==> config.mk <==
export PLATFORM = sky130hd
export DESIGN_NAME = w3s_cell
export DESIGN_NICKNAME = d
export VERILOG_FILES = /design/src/hw/rtl/weighted_3x3_smooth_top_defines.svh /design/src/hw/rtl/w3s_pkg.sv /design/src/hw/rtl/w3s_cell.sv
export SDC_FILE = /design/constraint.sdc
export NUM_CORES = 1
export LEC_CHECK = 0
export BUFFER_PORTS_ARGS = -buffer_cell sky130_fd_sc_hd__buf_2
export CAP_MARGIN = 30
export CORE_MARGIN = 1
export CORE_UTILIZATION = 25
export CTS_CLUSTER_SIZE = 10
export DETAILED_ROUTE_END_ITERATION = 10
export GPL_TIMING_DRIVEN = 0
export PLACE_DENSITY = 0.5
export SLEW_MARGIN = 20
export SYNTH_ARGS = -nofsm -noshare
export SYNTH_HDL_FRONTEND = slang
export SYNTH_SLANG_ARGS = --single-unit
==> constraint.sdc <==
create_clock -name clk -period 4.95 [get_ports clk]
set_input_delay 0.99 -clock clk [delete_from_list [all_inputs] [get_ports clk]]
set_output_delay 0.99 -clock clk [all_outputs]
set_load 0.05 [all_outputs]
==> src/hw/rtl/weighted_3x3_smooth_top_defines.svh <==
// Assertion macros for the weighted 3x3 smoothing block.
// Used by the modules of hw/rtl that carry concurrent checks; needs a clk and rst in scope.
`ifndef WEIGHTED_3X3_SMOOTH_TOP_DEFINES_SVH
`define WEIGHTED_3X3_SMOOTH_TOP_DEFINES_SVH
`ifndef SYNTH
// Check that holds at every edge outside reset.
`define SMOOTH_ASSERT(name, prop, msg) \
  name: assert property (@(posedge clk) disable iff (rst) (prop)) else $error(msg);
// Check that is evaluated during reset as well.
`define SMOOTH_ASSERT_ALWAYS(name, prop, msg) \
  name: assert property (@(posedge clk) (prop)) else $error(msg);
`else
`define SMOOTH_ASSERT(name, prop, msg)
`define SMOOTH_ASSERT_ALWAYS(name, prop, msg)
`endif
`endif

==> src/hw/rtl/w3s_pkg.sv <==
// Shared types, constants and helper functions of the weighted 3x3 smoothing block.
// No dependencies; every module of hw/rtl imports it.
`default_nettype none
package w3s_pkg;

  localparam int CFG_W        = 11;
  localparam int MAX_SIZE_DEF = 1024;
  localparam int SIZE_RESET   = 64;
  localparam int PIX_W        = 8;
  localparam int PX_W         = 3 * PIX_W;
  localparam int SUM_W        = 12;
  localparam int DIV_W        = 4;
  localparam int RECIP_W      = 16;
  localparam int RECIP_SHIFT  = 16;
  localparam int FIFO_DEPTH   = 8;

  // Input item kinds carried in tuser.
  localparam logic OP_PIXEL = 1'b0;
  localparam logic OP_FLUSH = 1'b1;

  // One RGB pixel, red in the lowest bits.
  typedef struct packed {
    logic [PIX_W-1:0] blue;
    logic [PIX_W-1:0] green;
    logic [PIX_W-1:0] red;
  } pixel_t;

  // One window column: two rows back, one row back, current row.
  typedef struct packed {
    pixel_t top;
    pixel_t mid;
    pixel_t bot;
  } col_t;

  // Per-row weight of a column cell (0, 1 or 2).
  typedef struct packed {
    logic [1:0] top;
    logic [1:0] mid;
    logic [1:0] bot;
  } wt_t;

  // Per-channel weighted sums.
  typedef struct packed {
    logic [SUM_W-1:0] blue;
    logic [SUM_W-1:0] green;
    logic [SUM_W-1:0] red;
  } csum_t;

  // Which neighbors of the output pixel lie inside the image.
  typedef struct packed {
    logic top;
    logic bot;
    logic left;
    logic right;
    logic single;
  } edge_t;

  // One result as it waits in the output queue.
  typedef struct packed {
    logic   last;
    pixel_t px;
  } result_t;

  // Weight one channel value by 0, 1 or 2.
  function automatic logic [SUM_W-1:0] scale(input logic [PIX_W-1:0] v, input logic [1:0] w);
    logic [SUM_W-1:0] e;
    logic [SUM_W-1:0] r;
    e = SUM_W'(v);
    case (w)
      2'd1:    r = e;
      2'd2:    r = e << 1;
      default: r = '0;
    endcase
    return r;
  endfunction

  // Number of counted pixels, the center counting twice.
  function automatic logic [DIV_W-1:0] divisor(input edge_t e);
    logic [DIV_W-1:0] span;
    logic [DIV_W-1:0] n;
    span = DIV_W'(1) + DIV_W'(e.left) + DIV_W'(e.right);
    n    = DIV_W'(2) + DIV_W'(e.left) + DIV_W'(e.right);
    if (e.top) n = n + span;
    if (e.bot) n = n + span;
    return n;
  endfunction

  // Scaled reciprocal: (sum * recip) >> RECIP_SHIFT is exact for sums up to 2550.
  function automatic logic [RECIP_W-1:0] recip(input logic [DIV_W-1:0] n);
    logic [RECIP_W-1:0] r;
    case (n)
      4'd2:    r = 16'd32768;
      4'd5:    r = 16'd13108;
      4'd7:    r = 16'd9363;
      4'd10:   r = 16'd6554;
      default: r = '0;
    endcase
    return r;
  endfunction

endpackage
`default_nettype wire

==> src/hw/rtl/w3s_cell.sv <==
// One column cell of the 3x3 window: holds a column and forms its weighted sums.
// Depends on w3s_pkg.
`default_nettype none
module w3s_cell
  import w3s_pkg::*;
(
  input  wire logic clk,
  input  wire logic shift,
  input  wire col_t col_in,
  input  wire wt_t  wt,
  output col_t      col_out,
  output csum_t     sum
);

  col_t col_q;

  // The column moves one cell along the chain on every shift.
  always_ff @(posedge clk) begin
    if (shift) begin
      col_q <= col_in;
    end
  end

  assign col_out = col_q;

  // Weighted per-channel sum of the three rows held here.
  always_comb begin
    sum.red   = scale(col_q.top.red, wt.top) + scale(col_q.mid.red, wt.mid)
              + scale(col_q.bot.red, wt.bot);
    sum.green = scale(col_q.top.green, wt.top) + scale(col_q.mid.green, wt.mid)
              + scale(col_q.bot.green, wt.bot);
    sum.blue  = scale(col_q.top.blue, wt.top) + scale(col_q.mid.blue, wt.mid)
              + scale(col_q.bot.blue, wt.bot);
  end

endmodule
`default_nettype wire

==> impl_metrics.py <==
metrics = {
    "status": {
        "status": "finished with violations",
        "violations": "design-rule violations, negative setup slack",
    },
    "logic_synthesis": {
        "syn-cell-area_um2": 4700,
        "synthSimpleGateAreaFrac": 0.0742,
        "synth-compound-area-share": 0.162,
        "synthXorXnorAreaFrac": 0.0391,
        "avgSynthCellArea_um2": 12.1,
        "ys_types": 29,
        "synth_top_family_by_area": "adder cells",
        "ys_seq_area_frac": 0.460,
        "synth-adder-area-share": 0.208,
        "ys_warn_count": 0,
        "synthMuxAreaShare": 0,
        "ys_seq_elements": 72,
        "synthCells": 389,
    },
    "sta": {
        "max_freq_mhz": 201,
        "rsz0062_at_grt": "true",
        "setup_viol": 3,
        "min_period_ns": 4.96,
        "hold_viol": 0,
        "drv_slew": 0,
        "setup_ws_ns": -0.0137,
        "slew_headroom": 0.664,
        "min_period_over_period": 1.00,
        "worstMarginPinSlew_ns": 0.504,
    },
    "global_route": {
        "grt_remaining_overflow": 0,
        "grt_pass1_vias": 4182,
        "antenna_found_initial": 0,
        "grt_use_total": 0.158,
        "grt_max_degree": 38,
        "grt_pass1_wl_mm": 23.2,
    },
    "setup_path": {
        "arrival_ns": 3.97,
        "crit_path_max_fanout": 5,
        "cp-startpoint": "wt[3]",
        "cp-start-kind": "input port",
        "worst-endpoint-required_ns": 3.96,
        "endpoint_kind": "output pin",
        "criticalPathCategory": "in -> out",
    },
    "routing": {
        "drt_iter0_drc": 208,
        "vias": 4016,
        "wire_per_inst_um": 17.8,
        "drc_errors": 10,
        "avgViaCountPerCell": 4.64,
        "drtPass1Iterations": 8,
        "drt-total-wl_mm": 15.4,
        "ant_nets": 0,
    },
    "layout": {
        "regArea_um2": 2160,
        "drive_above_1_share": 0.513,
        "area_growth_pct": 53.3,
        "nNetsFinal": 771,
        "fin_util": 0.396,
        "fin_area_um2": 7210,
        "multi_input_area_um2": 2650,
        "insertedDiodeCount": 0,
        "final_cell_mix": "buf_2 (166), edfxtp_1 (72), a22oi_1 (52)",
        "largest_reg_flops": 72,
        "fillerInstances": 1782,
        "mostFrequentLayoutCell": "buf_2",
    },
    "clocking": {
        "path_clk_slew_ns": 0.06,
        "root_buffer": "clkbuf_16",
        "htreeDepth": 3,
        "cts_buffer_depth": 2,
        "cts_tree": "built",
        "cts_num_sinks": 72,
        "numCtsBuffers": 9,
    },
    "job": {
        "cap_violations": 0,
    },
    "floorplanning": {
        "rows": 49,
        "fp.dieW_um": 139,
        "boundaryPins": 188,
        "initial_utilization": 0.258,
        "core_area_um2": 18200,
        "dieArea_um2": 19400,
        "fp.dieH_um": 139,
    },
    "min_path": {
        "hold_depth": 1,
        "worstHoldEndpoint": "col_out[63]$_DFFE_PP_",
        "hp-start": "col_in[63]",
        "holdCritPathClass": "in -> reg",
    },
    "power_and_ir_drop": {
        "powerDensity_nw_per_um2": 334,
        "leakage_uw": 0.00327,
        "ir_drop_uv": 167,
    },
    "place": {
        "numPortBuffers": 184,
        "place.gp.congestion": 0.747,
        "placed_cell_area_um2": 6070,
        "post-dp-hpwl_mm": 11.5,
    },
}
report_power, final:
group	switching (uW)	total [uW]	leakage (uW)	internal (uW)
clock	270	712	0.000149	441
sequential	47.2	776	0.000705	728
combinational	625	918	0.00242	293
total	943	2410	0.00327	1460
Yosys cell counts, drive strengths merged:
| library cell | number | area share |
|---|---|---|
| a211oi | 3 | 0.0048 |
| a21o | 3 | 0.0048 |
| a21oi | 10 | 0.011 |
| a22oi | 63 | 0.10 |
| a31oi | 3 | 0.0040 |
| and2 | 18 | 0.024 |
| buf | 3 | 0.0048 |
| clkbuf | 12 | 0.0096 |
| conb | 1 | 0.00080 |
| edfxtp | 72 | 0.46 |
| fa | 30 | 0.13 |
| ha | 30 | 0.080 |
| inv | 53 | 0.042 |
| nand2 | 9 | 0.0072 |
| nand3 | 6 | 0.0085 |
| nor2 | 17 | 0.014 |
| nor2b | 11 | 0.018 |
| nor3 | 3 | 0.0032 |
| o2111ai | 2 | 0.0064 |
| o211ai | 4 | 0.0064 |
| o21a | 2 | 0.0032 |
| o21ai | 6 | 0.0064 |
| o21bai | 4 | 0.0064 |
| o41a | 2 | 0.0048 |
| o41ai | 1 | 0.0035 |
| xnor2 | 17 | 0.032 |
| xor2 | 4 | 0.0075 |
repair_timing:
action | in CTS | in global routing
gates resized for setup | 76 | 59
pin swaps | 10 | 30
endpoints found under the setup margin | 27 | 15
hold buffers | 0 | 0
setup buffers | 22 | 23
stage by stage:
stage          setup TNS (ns)  worst slack (ns)  cells  total power [uW]  hold slack [ns]
2_1_floorplan          -0.254            -0.201    391              1400             1.09
3_3_place_gp           -12.22            -0.829    804              1600             1.17
3_5_place_dp           -13.62            -0.935    805              1610             1.17
4_1_cts                -0.460           -0.0941    843              2380            0.799
5_1_grt                -0.504            -0.138    865              2510            0.800
6_report              -0.0278           -0.0137    865              2410            0.818
how the worst max path moves through the flow:
| stage | end | slack [ns] |
|---|---|---|
| final | sum[9] | -0.01 |
| after global routing | sum[9] | -0.14 |
| after CTS | sum[18] | -0.09 |
| after detailed placement | sum[9] | -0.93 |
| after global placement | sum[9] | -0.83 |
| after floorplan | sum[9] | -0.20 |
cells by family (layout without fill, tap and decap cells):
family,after synthesis,count (layout)
AO/OA/AOI/OAI,103,103
flip-flops,72,72
buffers and inverters,68,313
AND/OR/NAND/NOR,64,64
adder cells (fa/ha/maj),60,60
XOR/XNOR,21,21
other,1,3
cell type report:
type,count,share of cell area
clock inverter,7,0.0134
sequential,72,0.300
buffer,14,0.0255
clock buffer,9,0.0312
timing repair buffer,230,0.195
inverter,53,0.0279
multi-input combinational,251,0.367
tap,229,0.0398
critical path, stage by stage:
cell and delay (ns):
buf_8 0.10, ha_4 0.25, nor2b_4 0.23, buf_8 0.16, a22oi_2 0.06, fa_1 0.53, inv_1 0.04, ha_2 0.19
inv_2 0.06, fa_2 0.23, nor2b_4 0.05, o2111ai_2 0.21, nand3_2 0.11, o41a_1 0.41, xor2_2 0.16, buf_6 0.18
metal layers:
layer	wire [um]	vias to the layer above	track usage
li1	-	1881	-
met1	6600	2011	0.198
met2	7870	113	0.272
met3	768	11	0.0373
met4	130	0	0.0433
met5	0	-	0
Power figures use the tool's default switching activity.
