==> src/hw/rtl/weighted_3x3_smooth_top_defines.svh <==
// Assertion macros for the weighted 3x3 smoothing block.
// Used by the modules of hw/rtl that carry concurrent checks; needs a clk and rst in scope.
`ifndef WEIGHTED_3X3_SMOOTH_TOP_DEFINES_SVH
`define WEIGHTED_3X3_SMOOTH_TOP_DEFINES_SVH
`ifndef SYNTH
// Check that holds at every edge outside reset.
`define SMOOTH_ASSERT(name, prop, msg) \
  name: assert property (@(posedge clk) disable iff (rst) (prop)) else $error(msg);
// Check that is evaluated during reset as well.
`define SMOOTH_ASSERT_ALWAYS(name, prop, msg) \
  name: assert property (@(posedge clk) (prop)) else $error(msg);
`else
`define SMOOTH_ASSERT(name, prop, msg)
`define SMOOTH_ASSERT_ALWAYS(name, prop, msg)
`endif
`endif

==> src/hw/rtl/w3s_pkg.sv <==
// Shared types, constants and helper functions of the weighted 3x3 smoothing block.
// No dependencies; every module of hw/rtl imports it.
`default_nettype none
package w3s_pkg;

  localparam int CFG_W        = 11;
  localparam int MAX_SIZE_DEF = 1024;
  localparam int SIZE_RESET   = 64;
  localparam int PIX_W        = 8;
  localparam int PX_W         = 3 * PIX_W;
  localparam int SUM_W        = 12;
  localparam int DIV_W        = 4;
  localparam int RECIP_W      = 16;
  localparam int RECIP_SHIFT  = 16;
  localparam int FIFO_DEPTH   = 8;

  // Input item kinds carried in tuser.
  localparam logic OP_PIXEL = 1'b0;
  localparam logic OP_FLUSH = 1'b1;

  // One RGB pixel, red in the lowest bits.
  typedef struct packed {
    logic [PIX_W-1:0] blue;
    logic [PIX_W-1:0] green;
    logic [PIX_W-1:0] red;
  } pixel_t;

  // One window column: two rows back, one row back, current row.
  typedef struct packed {
    pixel_t top;
    pixel_t mid;
    pixel_t bot;
  } col_t;

  // Per-row weight of a column cell (0, 1 or 2).
  typedef struct packed {
    logic [1:0] top;
    logic [1:0] mid;
    logic [1:0] bot;
  } wt_t;

  // Per-channel weighted sums.
  typedef struct packed {
    logic [SUM_W-1:0] blue;
    logic [SUM_W-1:0] green;
    logic [SUM_W-1:0] red;
  } csum_t;

  // Which neighbors of the output pixel lie inside the image.
  typedef struct packed {
    logic top;
    logic bot;
    logic left;
    logic right;
    logic single;
  } edge_t;

  // One result as it waits in the output queue.
  typedef struct packed {
    logic   last;
    pixel_t px;
  } result_t;

  // Weight one channel value by 0, 1 or 2.
  function automatic logic [SUM_W-1:0] scale(input logic [PIX_W-1:0] v, input logic [1:0] w);
    logic [SUM_W-1:0] e;
    logic [SUM_W-1:0] r;
    e = SUM_W'(v);
    case (w)
      2'd1:    r = e;
      2'd2:    r = e << 1;
      default: r = '0;
    endcase
    return r;
  endfunction

  // Number of counted pixels, the center counting twice.
  function automatic logic [DIV_W-1:0] divisor(input edge_t e);
    logic [DIV_W-1:0] span;
    logic [DIV_W-1:0] n;
    span = DIV_W'(1) + DIV_W'(e.left) + DIV_W'(e.right);
    n    = DIV_W'(2) + DIV_W'(e.left) + DIV_W'(e.right);
    if (e.top) n = n + span;
    if (e.bot) n = n + span;
    return n;
  endfunction

  // Scaled reciprocal: (sum * recip) >> RECIP_SHIFT is exact for sums up to 2550.
  function automatic logic [RECIP_W-1:0] recip(input logic [DIV_W-1:0] n);
    logic [RECIP_W-1:0] r;
    case (n)
      4'd2:    r = 16'd32768;
      4'd5:    r = 16'd13108;
      4'd7:    r = 16'd9363;
      4'd10:   r = 16'd6554;
      default: r = '0;
    endcase
    return r;
  endfunction

endpackage
`default_nettype wire

==> src/hw/rtl/w3s_out_fifo.sv <==
// Small result queue that parts the arithmetic pipeline from the output stream.
// Depends on w3s_pkg and the assertion macros header.
`default_nettype none
`include "weighted_3x3_smooth_top_defines.svh"
module w3s_out_fifo
  import w3s_pkg::*;
#(
  parameter int DEPTH = FIFO_DEPTH,
  localparam int PTR_W = (DEPTH > 1) ? $clog2(DEPTH) : 1,
  localparam int CNT_W = $clog2(DEPTH + 1)
) (
  input  wire logic             clk,
  input  wire logic             rst,
  input  wire logic             push,
  input  wire result_t          push_data,
  output logic                  out_valid,
  input  wire logic             out_ready,
  output result_t               out_data,
  output logic      [CNT_W-1:0] count
);

  result_t          mem [DEPTH];
  logic [PTR_W-1:0] wr_ptr;
  logic [PTR_W-1:0] rd_ptr;
  logic [CNT_W-1:0] cnt;
  logic             pop;

  assign out_valid = (cnt != '0);
  assign pop       = out_valid && out_ready;
  assign out_data  = mem[rd_ptr];
  assign count     = cnt;

  // Storage.
  always_ff @(posedge clk) begin
    if (push) begin
      mem[wr_ptr] <= push_data;
    end
  end

  // Pointers and fill count.
  always_ff @(posedge clk) begin
    if (rst) begin
      wr_ptr <= '0;
      rd_ptr <= '0;
      cnt    <= '0;
    end else begin
      if (push) begin
        wr_ptr <= (wr_ptr == PTR_W'(DEPTH - 1)) ? '0 : wr_ptr + 1'b1;
      end
      if (pop) begin
        rd_ptr <= (rd_ptr == PTR_W'(DEPTH - 1)) ? '0 : rd_ptr + 1'b1;
      end
      if (push && !pop) begin
        cnt <= cnt + 1'b1;
      end else if (pop && !push) begin
        cnt <= cnt - 1'b1;
      end
    end
  end

  `SMOOTH_ASSERT(a_fifo_no_overflow, push |-> ((cnt < CNT_W'(DEPTH)) || pop), "result queue overflow")

endmodule
`default_nettype wire

==> config.mk <==
export PLATFORM = sky130hd
export DESIGN_NAME = w3s_out_fifo
export DESIGN_NICKNAME = d
export VERILOG_FILES = /design/src/hw/rtl/w3s_pkg.sv /design/src/hw/rtl/w3s_out_fifo.sv
export VERILOG_INCLUDE_DIRS = /design/src /design/src/hw/rtl
export SDC_FILE = /design/constraint.sdc
export NUM_CORES = 1
export LEC_CHECK = 0
export ABC_AREA = 0
export BUFFER_PORTS_ARGS = -buffer_cell sky130_fd_sc_hd__buf_2
export CORE_UTILIZATION = 45
export DETAILED_ROUTE_END_ITERATION = 8
export HOLD_SLACK_MARGIN = 0.08
export SLEW_MARGIN = 25
export SYNTH_ARGS = -nofsm -noshare
export SYNTH_HDL_FRONTEND = slang
export SYNTH_SLANG_ARGS = --single-unit
==> constraint.sdc <==
create_clock -name clk -period 3.1 [get_ports clk]
set_clock_uncertainty 0.05 [all_clocks]
set_input_delay 0.465 -clock clk [delete_from_list [all_inputs] [get_ports clk]]
set_output_delay 0.465 -clock clk [all_outputs]
set_load 0.01 [all_outputs]
==> results of run 1 <==
## through the flow
| stage | instances | setup slack (ns) |
|---|---|---|
| after global routing | 686 | 0.142 |
| after detailed placement | 646 | 0.369 |
| after global placement | 646 | 0.481 |
| after CTS | 686 | 0.276 |
| final | 686 | 0.340 |
| after floorplan | 364 | 0.300 |
## worst paths after layout
check | slack, ns | to | startpoint
setup reg to reg | 0.36 | count[3] | count[1]
hold reg to reg | 0.45 | flop | rd_ptr[1]
setup / recovery | 0.34 | out_data[0] | flop
hold / removal | 0.18 | mem[1][13] | push_data[13]
## cell usage after synthesis
library cell	number
a211oi_1	1
a21oi_1	7
a31oi_1	1
buf_1	7
buf_6	6
clkbuf_1	4
dfxtp_1	13
edfxtp_1	200
fa_1	1
ha_1	7
inv_1	2
mux2_2	26
mux2i_1	2
mux4_1	50
nand2_1	7
nand2b_1	3
nand3_1	2
nand4b_1	1
nor2_1	17
nor2b_1	1
nor3_1	2
or3_1	1
or4_1	1
xnor2_1	1
xor2_1	1
## registers in the layout (all words and copies together) (netlist names), named ones only
register  count
count         4
rd_ptr        3
wr_ptr        3
mem         200
## metal layers
layer | up-vias | global-route usage
li1 | 1712 | -
met1 | 1935 | 0.200
met2 | 58 | 0.272
met3 | 21 | 0.0326
met4 | 2 | 0.0461
met5 | - | 0
## cell families (layout without fill, tap and decap cells)
| logic type | count (synthesis) | in the layout | share of synthesized area |
|---|---|---|---|
| buf+inv | 19 | 112 | 0.0140 |
| simple gates | 35 | 35 | 0.0189 |
| compound gates | 9 | 9 | 0.00585 |
| fa+ha+maj | 8 | 8 | 0.0129 |
| xor+xnor | 2 | 2 | 0.00210 |
| mux | 78 | 78 | 0.195 |
| flops | 213 | 213 | 0.751 |
## worst max-delay path: stages, from the launching register on
cell     delay (ns)
dfxtp_2        0.59
buf_4          0.36
mux4_1         0.33
mux2_2         0.31
buf_2          0.15
## report_power, final
| group | leakage (uW) | internal (uW) | switching (uW) | total [uW] |
|---|---|---|---|---|
| sequential | 0.00192 | 3240 | 65.5 | 3310 |
| clock | 0.000341 | 1520 | 998 | 2520 |
| combinational | 0.00100 | 587 | 530 | 1120 |
| total | 0.00327 | 5350 | 1590 | 6950 |
## cell type report
| type | count | area (um2) | area share |
|---|---|---|---|
| inverter | 2 | 7.51 | 0.000776 |
| clock buffer | 29 | 598 | 0.0618 |
| multi-input combinational | 132 | 2010 | 0.208 |
| timing repair buffer | 70 | 393 | 0.0406 |
| sequential | 213 | 6270 | 0.648 |
| tap | 229 | 287 | 0.0296 |
| clock inverter | 11 | 106 | 0.0110 |
==> flow_metrics.env, run 1 <==
export IMPL_p_leak_uw=0.00327
export IMPL_die_x_um=138
export IMPL_tightest_slew_ns=0.495
export IMPL_drt_iter0_drc=162
export IMPL_violations="design-rule violations"
export IMPL_layout_common_cells="200 x edfxtp_1, 58 x buf_2, 50 x mux4_1"
export IMPL_drive_above_1_share=0.298
export IMPL_powerDensity_nw_per_um2=718
export IMPL_design_area_um2=9670
export IMPL_htreeDepth=1
export IMPL_ant_nets=0
export IMPL_ctsResizeCount=0
export IMPL_fill_cells=1367
export IMPL_numCtsBuffers=22
export IMPL_die_area_um2=19100
export IMPL_syn_area_um2=8340
export IMPL_setup_tns_final_ns=0
export IMPL_yosysUniqueCellTypes=25
export IMPL_cts_setup_buffers=0
export IMPL_grt_overflow_total=0
export IMPL_cp_start_kind="flop"
export IMPL_yosysWarnings=0
export IMPL_finalHoldViolCount=0
export IMPL_grt_max_degree=51
export IMPL_postRouteWirelength_um=14500
export IMPL_r2r_cells=9
export IMPL_clock_latency_ns=0.49
export IMPL_timing_slew_headroom=0.670
export IMPL_clkTransAtPathRegs_ns=0.06
export IMPL_grt_pass1_vias=3884
export IMPL_seq_area_frac_synth=0.751
export IMPL_synth_area_leaders="edfxtp_1 72%, mux4_1 16%, mux2_2 3.5%"
export IMPL_dp_hpwl_um=7880
export IMPL_grt_pass1_wl_um=22300
export IMPL_crit_type="flop to output port"
export IMPL_peakVddDrop_mv=0.337
export IMPL_status="finished with violations"
export IMPL_syn_nets=401
export IMPL_wl_met2_um=7520
export IMPL_slew_violations=0
export IMPL_initial_core_util=0.461
export IMPL_worstSetupEndpointType="output port"
export IMPL_placementRows=49
export IMPL_dieHeight_um=138
export IMPL_crit_fanout=20
export IMPL_syn_instance_count=364
export IMPL_nNetsFinal=478
export IMPL_clock_path_buffers=3
export IMPL_avgSynthCellArea_um2=22.9
export IMPL_drc=5
export IMPL_coreArea_um2=18100
export IMPL_cts_root_buffer="clkbuf_16"
export IMPL_cp_required_ns=2.58
export IMPL_dpl_instance_area_um2=8970
export IMPL_met3_wirelength_um=542
export IMPL_port_buffers=58
export IMPL_synth_largest_area_cell="edfxtp_1"
export IMPL_timing_hold_ws_ns=0.182
export IMPL_min_period_ns=2.76
export IMPL_hold_path_depth=1
export IMPL_n_antenna_cell=0
export IMPL_ios=59
export IMPL_routedWlPerCell_um=21.1
export IMPL_via_per_inst=5.43
export IMPL_hp_class="input port to flop"
export IMPL_cts_hold_buf=0
export IMPL_final_util=0.535
export IMPL_synth_top_cell_area_share=0.720
export IMPL_cts_tree="built"
export IMPL_top_layer_used="met5"
export IMPL_rsz0062_at_grt="no"
export IMPL_crit_arrival_ns=2.24
export IMPL_final_common_cell="edfxtp_1"
export IMPL_dr_total_vias=3728
export IMPL_post_route_period_util=0.890
export IMPL_ys_ff_latch=213
export IMPL_power_total_uw=6950
export IMPL_track_usage=0.157
export IMPL_grt_antenna_before_repair=1
export IMPL_cts_sinks=213
export IMPL_gp_congestion=0.717
export IMPL_area_growth_syn_to_layout_pct=16.0
export IMPL_max_cap_violations=0
export IMPL_drt_met1_wl_um=6150
export IMPL_first_pass_iters=6
export IMPL_max_freq_mhz=362
export IMPL_finalSetupViolations=0
Power figures use the tool's default switching activity.
==> run 2: changes to the inputs <==
Settings changed: ABC_AREA 0 to 1.
==> run 2 against run 1 <==
The flow now finishes without violations. Clock-buffer cell count rose by 5. Via count rose by 49%. First-iteration DRC count rose by 150%. Register-to-register slack improved by 0.50 ns.
==> flow_metrics.env, run 2 <==
export IMPL_status="finished, final reports clean"
export IMPL_layout_common_cells="208 x nor2_1, 200 x edfxtp_1, 146 x nand2_1"
export IMPL_crit_family="buffers and inverters"
export IMPL_tightest_slew_ns=0.731
export IMPL_syn_area_um2=8680
export IMPL_r2r_start="count[0]"
export IMPL_timing_slew_headroom=0.512
export IMPL_timing_hold_ws_ns=0.194
export IMPL_syn_instance_count=758
export IMPL_drive_above_1_share=0.146
export IMPL_area_growth_syn_to_layout_pct=14.9
export IMPL_dp_hpwl_um=11400
export IMPL_ios=59
export IMPL_clkTransAtPathRegs_ns=0.06
export IMPL_ctsResizeCount=0
export IMPL_finalHoldViolCount=0
export IMPL_coreArea_um2=18800
export IMPL_finalSetupViolations=0
export IMPL_yosysUniqueCellTypes=21
export IMPL_clock_path_buffers=3
export IMPL_max_cap_violations=0
export IMPL_dieHeight_um=141
export IMPL_yosysWarnings=0
export IMPL_synth_top_cell_area_share=0.692
export IMPL_numCtsBuffers=23
export IMPL_largest_register="mem"
export IMPL_grt_pass1_vias=5621
export IMPL_crit_type="flop to output port"
export IMPL_synth_ff_type="edfxtp_1"
export IMPL_cts_hold_buf=0
export IMPL_hp_class="input port to flop"
export IMPL_cp_start_kind="flop"
export IMPL_synth_enable_flop_cells=200
export IMPL_nNetsFinal=858
export IMPL_cts_tree="built"
export IMPL_powerDensity_nw_per_um2=773
export IMPL_drc=0
export IMPL_synth_top_cells_by_count="216 x nor2_1, 200 x edfxtp_1, 146 x nand2_1"
export IMPL_placementRows=50
export IMPL_grt_overflow_total=0
export IMPL_track_usage=0.196
export IMPL_port_buffers=58
export IMPL_first_pass_iters=5
export IMPL_async_flop_share=0
export IMPL_gp_congestion=0.843
export IMPL_drt_iter0_drc=397
export IMPL_dr_total_vias=5557
export IMPL_post_route_period_util=0.867
export IMPL_htreeDepth=1
export IMPL_avgSynthCellArea_um2=11.4
export IMPL_crit_arrival_ns=2.17
export IMPL_max_freq_mhz=372
export IMPL_path_cells="inv_2, buf_4, o21ai_0, nand2_1, nand2_1, nand2_1, buf_2"
export IMPL_cp_num_buf_inv=3
export IMPL_crit_fanout=32
export IMPL_grt_pass1_wl_um=30000
export IMPL_p_leak_uw=0.00377
export IMPL_die_x_um=141
export IMPL_worstSetupEndpointType="output port"
export IMPL_clock_latency_ns=0.48
export IMPL_grt_max_degree=101
export IMPL_synth_largest_area_cell="edfxtp_1"
export IMPL_n_antenna_cell=0
export IMPL_syn_nets=795
export IMPL_die_area_um2=19800
export IMPL_min_from="rst"
export IMPL_cts_sinks=213
export IMPL_ys_ff_latch=213
export IMPL_largest_register_ffs=200
export IMPL_slew_violations=0
export IMPL_cp_required_ns=2.58
export IMPL_cts_setup_buffers=0
export IMPL_routedWlPerCell_um=17.2
export IMPL_grt_antenna_before_repair=0
export IMPL_synth_most_common_cell="nor2_1"
export IMPL_cts_root_buffer="clkbuf_16"
export IMPL_rsz0062_at_grt="no"
export IMPL_fill_cells=1645
export IMPL_final_common_cell="nor2_1"
export IMPL_peakVddDrop_mv=0.534
export IMPL_crit_slowest_cell="buf_4"
export IMPL_via_per_inst=5.07
export IMPL_ant_nets=0
export IMPL_worst_path_largest_cell_delay_ns=0.39
export IMPL_initial_core_util=0.461
export IMPL_seq_area_frac_synth=0.722
export IMPL_worst_path_most_repeated_cell="nand2_1"
export IMPL_synth_area_leaders="edfxtp_1 69%, nor2_1 9.3%, nand2_1 6.3%"
export IMPL_min_period_ns=2.69
export IMPL_postRouteWirelength_um=18900
export IMPL_setup_tns_final_ns=0
-- run 2: per-layer routing --
metal | up-vias | part of all wire | track usage
met4 | 0 | 0.019 | 0.0532
met1 | 2700 | 0.43 | 0.244
met2 | 134 | 0.52 | 0.362
met3 | 23 | 0.037 | 0.0241
li1 | 2700 | - | -
met5 | - | 0 | 0
-- run 2: report_power, final --
part	leakage (uW)	switching, uW	internal, uW
clock network	0.000373	1030	1690
logic	0.00147	1120	550
registers	0.00192	58.4	3260
total	0.00377	2210	5500
-- run 2: final cells by class --
class | count | area (um2) | area share
Tap cell | 260 | 325 | 0.0326
Inverter | 17 | 63.8 | 0.00640
Clock buffer | 34 | 647 | 0.0649
Timing Repair Buffer | 75 | 455 | 0.0457
Clock inverter | 7 | 114 | 0.0114
Multi-Input combinational cell | 491 | 2100 | 0.210
Sequential cell | 213 | 6270 | 0.629
-- run 2: path summary, 6_finish.rpt --
path	endpoint	slack (ns)	cells past startpoint
setup / recovery	out_data[1]	0.41	7
hold / removal	wr_ptr[1]	0.19	2
setup reg to reg	count[3]	0.86	11
hold reg to reg	wr_ptr[0]	0.45	2
-- run 2: metrics by stage --
stage               setup slack [ns]  cells  total power (uW)  area (um2)  utilization
global route                   0.282   1097              8110        9970        0.530
detailed placement             0.882   1056              5070        9210        0.489
CTS                            0.370   1097              7800        9970        0.530
floorplan                      0.986    758              4540        8680            -
finish                         0.413   1097              7710        9970        0.530
global placement               0.949   1056              5020        9210        0.489
-- run 2: cell families (layout without fill, tap and decap cells) --
family,after synthesis,in the layout,synth area share
XOR/XNOR,1,1,0.00101
AND/OR/NAND/NOR,370,370,0.161
adder cells (fa/ha/maj),8,8,0.0124
AO/OA/AOI/OAI,112,112,0.0646
buffers and inverters,54,133,0.0384
flip-flops,213,213,0.722
==> run 3: changes to the inputs <==
Settings changed: RECOVER_POWER from default to 50.
==> run 3 against run 2 <==
Cell count is the same. Largest cell class unchanged. Power about the same. Hold slack is essentially flat. Core utilization down 0.23 points. Sequential share of layout area rose by 0.28 points.
==> flow_metrics.env, run 3 (synthesis results as in run 2) <==
export IMPL_status="finished, final reports clean"
export IMPL_tightest_slew_ns=0.744
export IMPL_ctsResizeCount=0
export IMPL_clkTransAtPathRegs_ns=0.06
export IMPL_timing_slew_headroom=0.504
export IMPL_ant_nets=0
export IMPL_cts_tree="built"
export IMPL_top_layer_used="met4"
export IMPL_crit_fanout=32
export IMPL_dp_slack_ns=0.882
export IMPL_grt_antenna_before_repair=0
export IMPL_clock_path_buffers=3
export IMPL_nNetsFinal=858
export IMPL_routedWlPerCell_um=17.3
export IMPL_p_leak_uw=0.00369
export IMPL_numCtsBuffers=23
export IMPL_swShare=0.287
export IMPL_hp_class="input port to flop"
export IMPL_dpl_instance_area_um2=9210
export IMPL_min_period_ns=2.70
export IMPL_ios=59
export IMPL_largest_register="mem"
export IMPL_post_route_period_util=0.871
export IMPL_drc=0
export IMPL_rsz0062_at_grt="no"
export IMPL_dr_total_vias=5567
export IMPL_dp_cells=1056
export IMPL_clock_latency_ns=0.48
export IMPL_placementRows=50
export IMPL_p_comb_frac=0.217
export IMPL_cts_root_buffer="clkbuf_16"
export IMPL_layout_common_cells="210 x nor2_1, 200 x edfxtp_1, 146 x nand2_1"
export IMPL_drt_iter0_drc=376
export IMPL_cts_sinks=213
export IMPL_wl_met2_um=9830
export IMPL_track_usage=0.196
export IMPL_coreArea_um2=18800
export IMPL_crit_type="flop to output port"
export IMPL_powerDensity_nw_per_um2=776
export IMPL_max_cap_violations=0
export IMPL_hold_path_depth=2
export IMPL_intPower_uw=5500
export IMPL_cts_hold_buf=0
export IMPL_finalSetupViolations=0
export IMPL_initial_core_util=0.461
export IMPL_gp_congestion=0.843
export IMPL_cp_start_kind="flop"
export IMPL_dieHeight_um=141
export IMPL_largest_register_ffs=200
export IMPL_port_buffers=58
export IMPL_crit_arrival_ns=2.18
export IMPL_slew_violations=0
export IMPL_htreeDepth=1
export IMPL_cp_required_ns=2.58
export IMPL_switching_power_uw=2210
export IMPL_setup_ws_ns=0.401
export IMPL_p_clk_frac=0.352
export IMPL_power_frac_seq=0.431
export IMPL_met3_wirelength_um=744
export IMPL_area_growth_syn_to_layout_pct=14.4
export IMPL_finalHoldViolCount=0
export IMPL_drive_above_1_share=0.111
export IMPL_max_freq_mhz=371
export IMPL_die_area_um2=19800
export IMPL_postRouteWirelength_um=19000
export IMPL_peakVddDrop_mv=0.531
export IMPL_die_x_um=141
export IMPL_n_antenna_cell=0
export IMPL_grt_pass1_wl_um=30000
export IMPL_grt_max_degree=101
export IMPL_first_pass_iters=5
export IMPL_dp_hpwl_um=11400
export IMPL_r2r_cells=11
export IMPL_setup_tns_final_ns=0
export IMPL_design_area_um2=9930
export IMPL_via_per_inst=5.07
export IMPL_worstSetupEndpointType="output port"
export IMPL_drt_met1_wl_um=8000
export IMPL_grt_overflow_total=0
export IMPL_final_common_cell="nor2_1"
export IMPL_layout_cells_non_filler=1097
export IMPL_cts_setup_buffers=0
export IMPL_grt_pass1_vias=5621
[run 3: cell count changes in the layout (fill, tap and decap cells not counted), sizes merged]
cell    before  now
clkbuf      34   61
buf         75   48
[run 3: final timing paths]
kind                                 from           to  slack (ns)
worst max-delay path                 flop  out_data[1]        0.40
worst min-delay path                  rst    wr_ptr[1]        0.19
worst max register to register   count[0]     count[3]        0.86
worst min register to register  wr_ptr[0]    wr_ptr[0]        0.45
[run 3: worst max-delay path, cell delays in order (launching register included)]
cell and delay (ns):
dfxtp_2 0.33, inv_2 0.39, buf_4 0.39, o21ai_0 0.18
nand2_1 0.12, nand2_1 0.06, nand2_1 0.08, buf_2 0.13
[run 3: stage by stage]
stage	utilization	hold slack, ns	total power [uW]
floorplan	-	0.401	4540
global placement	0.489	0.414	5020
detailed placement	0.489	0.434	5070
CTS	0.530	0.175	7800
global route	0.527	0.190	8100
finish	0.527	0.194	7710
[run 3: cell type report]
cell class | instances | area [um2]
Multi-Input combinational cell | 491 | 2090
Sequential cell | 213 | 6270
Clock inverter | 7 | 114
Clock buffer | 34 | 647
Inverter | 17 | 63.8
Tap cell | 260 | 325
Timing Repair Buffer | 75 | 417
Fill cell | 1659 | 8900
[run 3: power by group through the flow]
stage | Clock [uW] | Sequential, uW | Combinational, uW
6_report | 2720 | 3320 | 1670
5_1_grt | 2880 | 3330 | 1890
4_1_cts | 2780 | 3320 | 1700
3_5_place_dp | 0 | 3380 | 1690
3_3_place_gp | 0 | 3370 | 1650
2_1_floorplan | 0 | 3380 | 1170
[run 3: metal layers]
metal,track usage,vias up
met2,0.362,144
li1,-,2701
met3,0.0241,29
met1,0.244,2693
met5,0,-
met4,0.0532,0
